**config.mk**
```make
export PLATFORM = sky130hd
export DESIGN_NAME = tts_queue
export DESIGN_NICKNAME = d
export VERILOG_FILES = /design/src/sv/tts_pkg.sv /design/src/sv/tts_queue.sv
export SDC_FILE = /design/constraint.sdc
export NUM_CORES = 1
export LEC_CHECK = 0
export BUFFER_PORTS_ARGS = -buffer_cell sky130_fd_sc_hd__clkbuf_2
export CORE_ASPECT_RATIO = 0.75
export CORE_MARGIN = 8
export CORE_UTILIZATION = 47
export CTS_CLUSTER_DIAMETER = 30
export DETAILED_ROUTE_END_ITERATION = 10
export HOLD_SLACK_MARGIN = 0.12
export PLACE_DENSITY_LB_ADDON = 0.12
export RECOVER_POWER = 50
export SYNTH_ARGS = -nofsm -noshare
export SYNTH_HDL_FRONTEND = slang
export SYNTH_SLANG_ARGS = --single-unit
```
**constraint.sdc**
```tcl
create_clock -name i_clk -period 5.3 [get_ports i_clk]
set_input_delay 0 -clock i_clk [delete_from_list [all_inputs] [get_ports i_clk]]
set_output_delay 0 -clock i_clk [all_outputs]
set_load 0.02 [all_outputs]
```
**src/sv/tts_pkg.sv**
```systemverilog
// shared types and constants for the transposition table store
`default_nettype none

package tts_pkg;

    localparam int ENTRIES = 65536;
    localparam int IDX_W   = $clog2(ENTRIES);
    localparam int USED_W  = 17;
    localparam int DATA_W  = 56;
    localparam int KEY_W   = 64;

    localparam logic [1:0] MODE_LOOKUP = 2'd0;
    localparam logic [1:0] MODE_STORE  = 2'd1;
    localparam logic [1:0] MODE_AGE    = 2'd2;
    localparam logic [1:0] MODE_CLEAR  = 2'd3;

    typedef enum logic [1:0] {
        OP_LOOKUP,
        OP_STORE,
        OP_AGE,
        OP_CLEAR
    } t_op;

    typedef struct packed {
        t_op                op;
        logic [KEY_W-1:0]   key;
        logic [7:0]         depth;
        logic signed [15:0] score;
        logic [7:0]         kind;
        logic [15:0]        move;
    } t_cmd;

    typedef struct packed {
        logic full;
        logic empty;
    } t_q_stat;

    typedef struct packed {
        logic [KEY_W-1:0]  check;
        logic [DATA_W-1:0] data;
    } t_entry;

endpackage

`default_nettype wire

```
**src/sv/tts_queue.sv**
```systemverilog
// two-entry command queue between front and back
`default_nettype none

module tts_queue (
    input  wire logic             i_clk,
    input  wire logic             i_rst_n,
    input  wire logic             i_push,
    input  wire tts_pkg::t_cmd    i_cmd,
    input  wire logic             i_pop,
    output tts_pkg::t_cmd         o_head,
    output tts_pkg::t_q_stat      o_stat
);
    import tts_pkg::*;

    t_cmd       r_slot [2];
    logic       r_wr_ptr;
    logic       r_rd_ptr;
    logic [1:0] r_count;

    always_ff @(posedge i_clk) begin
        if (!i_rst_n) begin
            r_wr_ptr <= 1'b0;
            r_rd_ptr <= 1'b0;
            r_count  <= 2'd0;
        end else begin
            if (i_push) begin
                r_wr_ptr <= ~r_wr_ptr;
            end
            if (i_pop) begin
                r_rd_ptr <= ~r_rd_ptr;
            end
            case ({i_push, i_pop})
                2'b10:   r_count <= r_count + 2'd1;
                2'b01:   r_count <= r_count - 2'd1;
                default: r_count <= r_count;
            endcase
        end
        if (i_push) begin
            r_slot[r_wr_ptr] <= i_cmd;
        end
    end

    assign o_head       = r_slot[r_rd_ptr];
    assign o_stat.full  = (r_count == 2'd2);
    assign o_stat.empty = (r_count == 2'd0);

endmodule

`default_nettype wire

```
== Yosys cells after proc, flatten, opt, wreduce, memory -nomap -nowiden ==
Memory sizes are Yosys's and may differ from the RTL's. A register that Yosys moved wholly into a read port is not among the register bits.
Cells that the tools add are included.

* Bits in registers: 4
* Memory bits (writable): 228
* Input bits: 118
* Output and inout bits: 116
* Logic and storage cells: 18
* Memories kept: 1

* Add/sub/neg operators: 2
* Equal/unequal tests: 3
* Multiplexer cells: 5
* Bitwise operators: 2
* Reductions and logical operators: 2

{| class="wikitable"
|+ Memory list
! name !! depth !! width !! rd ports !! clocked after memory_dff !! write ports !! RTL line !! source
|-
| r_slot || 2 || 114 || 1 || 1 || 1 || tts_queue.sv:15 || <nowiki>t_cmd r_slot [2];</nowiki>
|}

{| class="wikitable"
|+ Operator list
! kind !! number
|-
| 2-bit == test, second input constant || 2
|-
| 1-bit two-way mux || 4
|-
| 2-bit one-hot mux with 2 select lines || 1
|-
| 2-bit by 1-bit adder with 2-bit output, second input constant || 1
|-
| 2-bit by 1-bit == test with 1-bit output, second input constant || 1
|-
| 2-bit logical NOT || 1
|-
| 1-bit NOT || 2
|-
| 2-bit nonzero test || 1
|-
| 2-bit by 1-bit subtractor with 2-bit output, second input constant || 1
|}

== Longest topological paths before layout ==
Gate-level depths: netlist of run 1.

* Depth after elaboration: 3
* Depth in mapped cells: 5
* Depth with buffers taken out: 5

== Least setup slack after synthesis of run 1 ==
No wires, ideal clock.

* Path type: reg2reg
* Start: register r_wr_ptr
* End: memory r_slot[0][0] (netlist name) (enable)
* Library setup time: 0.593 ns
* Arrival time: 5.065 ns
* Required time: 4.707 ns
* Setup slack: -0.358 ns
* Cell stages (with the launch flop): 2
* Period minus slack after synthesis: 5.658 ns
* Path through: dfxtp_1 nor2_1

{| class="wikitable"
|+ RTL lines
! element !! RTL line !! source
|-
| start: declaration || tts_queue.sv:16 || <nowiki>logic r_wr_ptr;</nowiki>
|-
| start signal: assignment || tts_queue.sv:27 || <nowiki>r_wr_ptr <= ~r_wr_ptr;</nowiki>
|-
| end: declaration || tts_queue.sv:15 ||
|}

No word-level cell before the write port.

== Worst setup path in the final report of run 1 ==
* Start: register r_wr_ptr
* End: memory r_slot[0][64] (netlist name) (enable)

No word-level cell before the write port.

==> results.toml, run 1 <==
[status]
status = "finished with violations"
violations = "capacitance limit, slew limit"

[setup_path]
crit_path_max_fanout = 90
reg2reg_from = "r_wr_ptr$_SDFFE_PN0P_"
arrival_ns = 3.12
cp_data_required_time_ns = 5.41
crit_start = "r_wr_ptr$_SDFFE_PN0P_"
start_kind = "register"
end_kind = "register"
path_class = "register to register"

[sta]
setup_viol = 0
worstMarginPinSlew_ns = 2.358
slew_headroom = -0.5777
clock_skew_ns = 0.007195
setup_ws_ns = 2.295
fin_setup_tns_ns = 0
final-hold-violation-count = 0
rsz0062_at_grt = "false"
maxSlewViolCount = 26
fin_crit_sh = 0.5670
fin_crit_ns = 3.005
fmax_mhz = 332.7

[synthesis]
avgSynthCellArea_um2 = 22.50
yosys_warnings = 0
synth_top_family_by_area = "multiplexers"
synthTopCellsByArea = "edfxtp_1, mux2_2, dfxtp_1"
synthAdderAreaFrac = 0.001475
synth-compound-area-share = 0.002361
yosys_register_bits = 233
synth_top_cell_area_share = 0.8073
ys_types = 19
synth_xor_area_frac = 0.003098
netlist_instances = 377
synth_fp_nets = 496
synth_top_cell_by_area = "edfxtp_1"
yosysSeqAreaShare = 0.8191
synth_area_um2 = 8481
muxShareOfSynthArea = 0.1536
yosys.area_share.simple = 0.006344

[grt]
grt_pass1_wl_um = 29100
antenna_found_initial = 1
gr-usage-all-layers = 0.1655
grt_pass1_vias = 5375
overflow = 0
grt_max_degree = 91

[placement]
dp.final_hpwl_um = 11620
port_buffers = 233
preCtsSetupSlack_ns = 2.958
routabilityCongestion = 0.7467

[job]
maxCapViolCount = 1

[drt]
num_vias = 4939
viasPerCell = 4.800
dr.pass1.iters = 4
drc = 0
ant_nets = 0
routed_wl_um = 19280
wl_per_cell_um = 18.74
drt_iter0_drc = 248

[clock_network]
clk_path_buf_depth = 3
h-tree-depth = 2
root_buffer = "clkbuf_16"
tritoncts = "yes"
clock_latency_ns = 0.48
clkSlewWorstSetupHoldPaths_ns = 0.05
cts_sinks = 233
cts_buffers = 40
postCtsSetupRepairBufs = 0

[floorplan]
start_util = 0.4803
rows = 42
die-height_um = 132.3
die_w_um = 171.1
pin_count = 234
die_area_um2 = 22640
core-area_um2 = 17660

[pwr]
p_leak_uw = 0.004507
power.density_nw_per_um2 = 415.0
vdd_drop_max_mv = 0.2451

[layout]
n_fill_cell = 1217
nNetsFinal = 878
drive_above_1_share = 0.4109
areaGrowthSynthToFinish_pct = 43.88

[min_path]
hold_class = "input pin to register"
worstHoldStart = "i_push"
## cell type report
| cell class | count | area (µm²) | share of cell area |
|---|---|---|---|
| sequential | 233 | 6950 | 0.5696 |
| timing repair buffer | 353 | 2260 | 0.1852 |
| multi-input combinational | 130 | 1418 | 0.1162 |
| clock buffer | 45 | 1061 | 0.08696 |
| tap | 242 | 302.8 | 0.02482 |
| clock inverter | 24 | 203.9 | 0.01671 |
| inverter | 1 | 3.754 | 0.0003076 |
| antenna | 1 | 2.502 | 0.0002051 |
## worst max-delay path, stage by stage (launching register included)
cell and delay (ns):
dfxtp_1 0.32, nor2_1 1.74, buf_12 0.48
## sequential cells by signal (all words and copies together) (netlist names), named ones only
signal / flops
r_slot: 228
r_count: 2
r_rd_ptr: 1
r_wr_ptr: 1
## cells in the mapped netlist
library cell / count
a21boi_1: 1
and2_1: 4
and2b_2: 1
buf_2: 5
buf_6: 8
dfxtp_1: 5
edfxtp_1: 228
ha_1: 1
inv_1: 1
mux2_1: 5
mux2_2: 104
mux2_4: 5
nor2_1: 2
nor2b_1: 1
o21a_1: 1
o21ai_0: 1
or3_1: 1
xnor2_1: 2
xor2_1: 1
## path summary, 6_finish.rpt
path | end | slack (ns) | depth (start not counted)
worst max-delay path | r_slot[0][64]$_DFFE_PP_ | 2.29 | 2
worst min-delay path | r_count[1]$_SDFFE_PN0P_ | 0.17 | 5
worst max register to register | r_slot[0][64]$_DFFE_PP_ | 2.29 | 2
worst min register to register | r_count[1]$_SDFFE_PN0P_ | 0.52 | 2
## metal layers
layer	up-vias	GRT usage	wire length, µm
li1	2284	-	-
met1	2425	0.2002	7997
met2	204	0.2786	9397
met3	26	0.05476	1609
met4	0	0.04530	276
met5	-	0	0
## per-stage QoR
stage | utilization | total power [µW] | hold slack, ns | area [µm²] | cells
final | 0.6910 | 5063 | 0.1662 | 12200 | 1029
after global routing | 0.6910 | 5238 | 0.2072 | 12200 | 1029
after CTS | 0.6977 | 5128 | 0.1316 | 12320 | 1028
after detailed placement | 0.5597 | 2687 | 0.1922 | 9883 | 842
after global placement | 0.5597 | 2676 | 0.1893 | 9883 | 842
after floorplan | - | 2507 | 0.09887 | 8483 | 377
## what timing repair did
item / 4_1_cts / 5_1_grt
hold endpoints to repair: 233 / 0
gates resized for setup: 0 / 0
hold buffers: 117 / 0
## cells by family after synthesis
logic type / count (synthesis)
buffers and inverters: 14
AOI/OAI and AO/OA: 3
and+or+nand+nor: 9
xor gates and xnor gates: 3
muxes: 114
DFF: 233
adders and majority gates: 1
## cells in the final DEF (no fill, tap or decap), drive strengths merged, types with 2 or more instances in the layout
cell         instances
dfxtp                5
buf                  4
inv                  3
bufinv               2
clkinvlp             4
mux2               114
edfxtp             228
and2                 4
clkinv              16
xnor2                2
clkbuf             277
dlygate4sd3        117
nor2                 2
## report_power, final
part	switching (µW)	internal, µW	leakage, µW
combinational	293	238	0.00171
sequential	43.8	2140	0.00218
clock	818	1530	0.000619
(Power assumes the default switching activity.)
==> run 2: changes to the inputs <==
--- a/config.mk
+++ b/config.mk
@@ -5,6 +5,7 @@
 export SDC_FILE = /design/constraint.sdc
 export NUM_CORES = 1
 export LEC_CHECK = 0
+export ABC_AREA = 1
 export BUFFER_PORTS_ARGS = -buffer_cell sky130_fd_sc_hd__clkbuf_2
 export CORE_ASPECT_RATIO = 0.75
 export CORE_MARGIN = 8
==> constraint.sdc (replaced) <==
create_clock -name i_clk -period 2.7 [get_ports i_clk]
set_input_delay 0 -clock i_clk [delete_from_list [all_inputs] [get_ports i_clk]]
set_output_delay 0 -clock i_clk [all_outputs]
set_load 0.02 [all_outputs]
==> run 2 against run 1 <==
Non-clock buffer count increased by 6. Synthesized area grew 2.6%. Critical path type is now input pin to register. Core utilization rose by 0.12 points. Sequential cell count is the same. Critical endpoint is now r_count[1]$_SDFFE_PN0P_. Combinational power increased by 98%. Via count fell by 0.32%. Power grew 110%. The run still ends with capacitance limit, slew limit left. First-iteration DRC count up 22%. Design area rose by 3.8%. Sequential share of layout area fell by 2.1 points.
==> results.toml, run 2 <==
[placement]
place_inst = 863
dp.final_hpwl_um = 11910
port_buffers = 233
routabilityCongestion = 0.7165

[clock_network]
clk_path_buf_depth = 3
root_buffer = "clkbuf_16"
clkSlewWorstSetupHoldPaths_ns = 0.05
cts_buffers = 39
tritoncts = "yes"
h-tree-depth = 2
cts_sinks = 233
clock_latency_ns = 0.50
ctsResizeCount = 0

[layout]
multi_input_area_um2 = 1620
final_common_cell = "edfxtp_1"
largestRegisters = "r_slot x228, r_count x2"
largest_reg_flops = 228
antenna_cells = 0
largest_register = "r_slot"
instances_no_fill = 1053
regArea_um2 = 6950
n_fill_cell = 1224
nNetsFinal = 896
drive_above_1_share = 0.4156
areaGrowthSynthToFinish_pct = 45.53
layout_common_cells = "edfxtp_1, clkbuf_2, dlygate4sd3_1"

[floorplan]
pin_count = 234
start_util = 0.4756
die-height_um = 133.8
die_area_um2 = 23170
core-area_um2 = 18290
die_w_um = 173.1
rows = 43

[drt]
wl_per_cell_um = 17.66
drc = 0
viasPerCell = 4.675
num_vias = 4923
dr.pass1.iters = 4
drt_iter0_drc = 303
ant_nets = 0
routed_wl_um = 18600

[status]
violations = "capacitance limit, slew limit"
status = "finished with violations"

[synthesis]
netlist_instances = 390
yosysSeqAreaShare = 0.7984
synth_area_um2 = 8701
synth_top_cell_area_share = 0.7869
synth_edf_count = 228
yosysMostFrequentCell = "edfxtp_1"
ys_types = 14
synth_top_cell_by_area = "edfxtp_1"
synthTopCellsByCount = "edfxtp_1, mux2_4, mux2_2, nor2_1, nand2_1"
synthFlopType = "edfxtp_1"
async_flop_share = 0
avgSynthCellArea_um2 = 22.31
yosys_warnings = 0
synth_fp_nets = 509
yosys_register_bits = 233
synthTopCellsByArea = "edfxtp_1, mux2_4, mux2_2"

[grt]
grt_pass1_wl_um = 29180
grt_max_degree = 67
grt_pass1_vias = 5496
overflow = 0
gr-usage-all-layers = 0.1583
antenna_found_initial = 0

[min_path]
holdPathEnd = "r_slot[1][6]$_DFFE_PP_"
worstHoldStart = "i_cmd[6]"
hold_class = "input pin to register"
holdPathStages = 2

[setup_path]
reg2reg_to = "r_slot[0][87]$_DFFE_PP_"
cp_data_required_time_ns = 3.09
cpLargestDelayFamily = "buffers and inverters"
end_kind = "register"
reg2reg_from = "r_wr_ptr$_SDFFE_PN0P_"
worst-r2r-setup-slack_ns = 0.65
arrival_ns = 2.47
reg2reg_depth = 2
crit_start = "i_push"
crit_path_max_incr_delay_ns = 0.54
path_common_cell = "dlygate4sd3_1"
crit_path_top_delay_cell = "dlygate4sd3_1"
crit_path_max_fanout = 3
start_kind = "input pin"
cp_cell_sequence = "dlygate4sd3_1, clkbuf_1, inv_1, ha_1, inv_1, nand4_1, nand2_1, dlygate4sd3_1, nor2_1, dlygate4sd3_1"
cp_num_buf_inv = 6
path_class = "input pin to register"

[sta]
final-hold-violation-count = 0
maxSlewViolCount = 61
rsz0062_at_grt = "false"
slew_headroom = -0.04683
fin_crit_ns = 2.082
clock_skew_ns = 0.01308
fin_crit_sh = 0.7712
setup_viol = 0
fmax_mhz = 480.3
fin_setup_tns_ns = 0
worstMarginPinSlew_ns = 1.570

[pwr]
vdd_drop_max_mv = 0.5821
p_leak_uw = 0.004871
power.density_nw_per_um2 = 826.6

[job]
maxCapViolCount = 1
[run 2: changes by cell type in the layout (fill, tap and decap cells not counted), moves of 6 or more]
cell,previous run,this run
nand2_1,0,8
clkbuf_2,143,149
nor2_1,2,11
mux2_2,104,54
bufinv_16,2,9
mux2_4,5,60
[run 2: report_power, final]
part           leakage [µW]  switching [µW]  internal, µW  total [µW]
clock network      0.000692            1590          3580        5170
registers           0.00218            46.9          4200        4250
logic               0.00200             572           480        1050
[run 2: worst max-delay path by stage]
stage	endpoint	slack (ns)	cells past startpoint
finish	r_count[1]$_SDFFE_PN0P_	0.62	10
global route	r_slot[0][67]$_DFFE_PP_	0.48	2
CTS	r_count[1]$_SDFFE_PN0P_	0.68	10
detailed placement	r_slot[1][92]$_DFFE_PP_	0.95	3
global placement	r_slot[1][92]$_DFFE_PP_	1.01	3
floorplan	r_slot[1][0]$_DFFE_PP_	0.19	2
[run 2: metal layers]
| metal | track usage | vias up | share of wire |
|---|---|---|---|
| li1 | - | 2325 | - |
| met1 | 0.1965 | 2399 | 0.42 |
| met2 | 0.2589 | 171 | 0.48 |
| met3 | 0.05841 | 28 | 0.079 |
| met4 | 0.04348 | 0 | 0.014 |
| met5 | 0 | - | 0 |
[run 2: area by class of cell]
| type | instances | share of cell area |
|---|---|---|
| Tap cell | 247 | 0.02441 |
| Timing Repair Buffer | 359 | 0.1859 |
| Sequential cell | 233 | 0.5489 |
| Multi-Input combinational cell | 138 | 0.1280 |
| Clock buffer | 42 | 0.08044 |
| Clock inverter | 28 | 0.03034 |
| Inverter | 6 | 0.002075 |
[run 2: per-stage QoR]
step | total power (µW) | area, µm² | setup WS [ns] | util | hold slack (ns)
3_3_place_gp | 5225 | 10180 | 1.011 | 0.5565 | 0.1890
3_5_place_dp | 5252 | 10180 | 0.9550 | 0.5565 | 0.1933
5_1_grt | 10850 | 12660 | 0.4846 | 0.6922 | 0.2138
6_report | 10470 | 12660 | 0.6178 | 0.6922 | 0.2326
4_1_cts | 10600 | 12780 | 0.6805 | 0.6988 | 0.2110
2_1_floorplan | 4900 | 8712 | 0.1872 | - | 0.09887
[run 2: what timing repair did]
item | CTS | global route
buffers inserted | 0 | 0
endpoints found under the setup margin | 0 | 0
hold buffers | 120 | 0
hold endpoints to repair | 233 | 0
[run 2: logic make-up after synthesis]
family                     after synthesis  synth area share
buffers and inverters                   19           0.01625
DFF                                    233            0.7984
AOI/OAI and AO/OA                        2          0.001149
muxes                                  114            0.1734
and+or+nand+nor                         21          0.009347
adders and majority gates                1          0.001438
==> run 3: changes to the inputs <==
==> constraint.sdc (replaced) <==
create_clock -name i_clk -period 1.76 [get_ports i_clk]
set_input_delay 0 -clock i_clk [delete_from_list [all_inputs] [get_ports i_clk]]
set_output_delay 0 -clock i_clk [all_outputs]
set_load 0.02 [all_outputs]
==> run 3 against run 2 <==
The flow now finishes without violations. Final cell count increased by 0.57%. Via count down 0.71%. Clock power up 55%. First-iteration DRC count shrank 35%. Core utilization is 0.52 points higher. Routed wire length is 0.92% higher. Clock skew shrank 0.0031 ns. Count of clock-buffer cells in the layout is 4 higher. Power up 55%. Critical endpoint is now o_head[22]. Highest routed layer unchanged.
==> results.toml, run 3 (synthesis gave the netlist of run 2 again) <==
[pwr]
vdd_drop_max_mv = 0.7410
p_leak_uw = 0.004908
report.power.total_uw = 16170
power.density_nw_per_um2 = 1268

[drt]
ant_nets = 0
viasPerCell = 4.616
num_vias = 4888
drc = 0
drt_iter0_drc = 198
routed_wl_um = 18770
dr.pass1.iters = 4
wl_per_cell_um = 17.72

[setup_path]
start_kind = "register"
arrival_ns = 1.72
crit_path_top_delay_cell = "dfxtp_4"
reg2reg_depth = 5
path_class = "register to output pin"
end_kind = "output pin"
cp_data_required_time_ns = 1.76
worst-r2r-setup-slack_ns = 0.07
crit_path_max_fanout = 44
cp_cell_sequence = "buf_16, mux2_2, clkbuf_2"
crit_path_max_incr_delay_ns = 0.40

[floorplan]
start_util = 0.4756
pin_count = 234
die_w_um = 173.1
die_area_um2 = 23170
rows = 43
core-area_um2 = 18290
die-height_um = 133.8

[layout]
largestRegisters = "r_slot x228, r_count x2"
areaGrowthSynthToFinish_pct = 46.62
nNetsFinal = 899
largest_reg_flops = 228
fin_area_um2 = 12760
n_fill_cell = 1230
antenna_cells = 0
final_common_cell = "edfxtp_1"
drive_above_1_share = 0.4249
largest_register = "r_slot"
fin_util = 0.6974
layout_common_cells = "edfxtp_1, clkbuf_2, dlygate4sd3_1"

[grt]
antenna_found_initial = 0
grt_max_degree = 63
overflow = 0
gr-usage-met1 = 0.1955
gr-usage-all-layers = 0.1579
use_met3 = 0.06122
grt_pass1_vias = 5448
grt.busiest_layer = "met2"
use_met2 = 0.2550
grt_pass1_wl_um = 29020

[clock_network]
cts_buffers = 41
clock_latency_ns = 0.50
cts_sinks = 233
root_buffer = "clkbuf_16"
clk_path_buf_depth = 3
clkSlewWorstSetupHoldPaths_ns = 0.05
tritoncts = "yes"
h-tree-depth = 2

[min_path]
holdPathStages = 2
hold_class = "input pin to register"

[sta]
fmax_mhz = 581.4
fin_setup_tns_ns = 0
clock_skew_ns = 0.009996
final-hold-violation-count = 0
setup_ws_ns = 0.04012
rsz0062_at_grt = "true"
slew_headroom = 0.4702
fin_crit_ns = 1.720
maxSlewViolCount = 0
setup_viol = 0
worstMarginPinSlew_ns = 0.7946
fin_crit_sh = 0.9772

[placement]
dp.final_hpwl_um = 11620
preCtsSetupSlack_ns = 0.5215
port_buffers = 233
routabilityCongestion = 0.7298
postPlaceCellArea_um2 = 10220

[job]
maxCapViolCount = 0

[status]
status = "completed"
run 3: worst paths after layout:
check,start,end
max,register,o_head[22]
min,i_cmd[11],r_slot[0][11]$_DFFE_PP_
max reg2reg,r_wr_ptr$_SDFFE_PN0P_,r_wr_ptr$_SDFFE_PN0P_
min reg2reg,r_rd_ptr$_SDFFE_PN0P_,register
run 3: final cells by class:
cell class	instances	area, µm²	area share
clock inverter	29	352.8	0.02766
timing repair buffer	360	2399	0.1880
tap	247	309.0	0.02423
sequential	233	6954	0.5451
clock buffer	46	1087	0.08523
inverter	6	23.77	0.001863
multi-input combinational	138	1632	0.1279
run 3: repair_timing:
| action | 4_1_cts | 5_1_grt |
|---|---|---|
| setup buffers | 0 | 1 |
| resized for setup | 0 | 11 |
| hold buffers | 119 | 0 |
| hold endpoints to repair | 233 | 0 |
| endpoints found under the setup margin | 0 | 46 |
run 3: stage by stage:
step | hold WS (ns) | cells
floorplan | 0.09887 | 390
finish | 0.2299 | 1059
global placement | 0.1897 | 864
CTS | 0.1308 | 1058
detailed placement | 0.1930 | 864
global route | 0.2084 | 1059
run 3: worst max-delay path, delay by kind of cell, from the launching register on:
kind	cells	cell delay (ns)
DFF	1	0.40
buffers and inverters	2	0.40
muxes	1	0.39
run 3: report_power, final:
part / switching [µW] / internal [µW]
logic: 875 / 756
registers: 77.0 / 6440
clock network: 2540 / 5480
run 3: per-layer routing:
layer	vias to the layer above	part of all wire	routed length, µm
met5	-	0	0
met4	0	0.013	245
met3	22	0.079	1476
met2	174	0.48	8955
met1	2373	0.43	8089
li1	2319	-	-
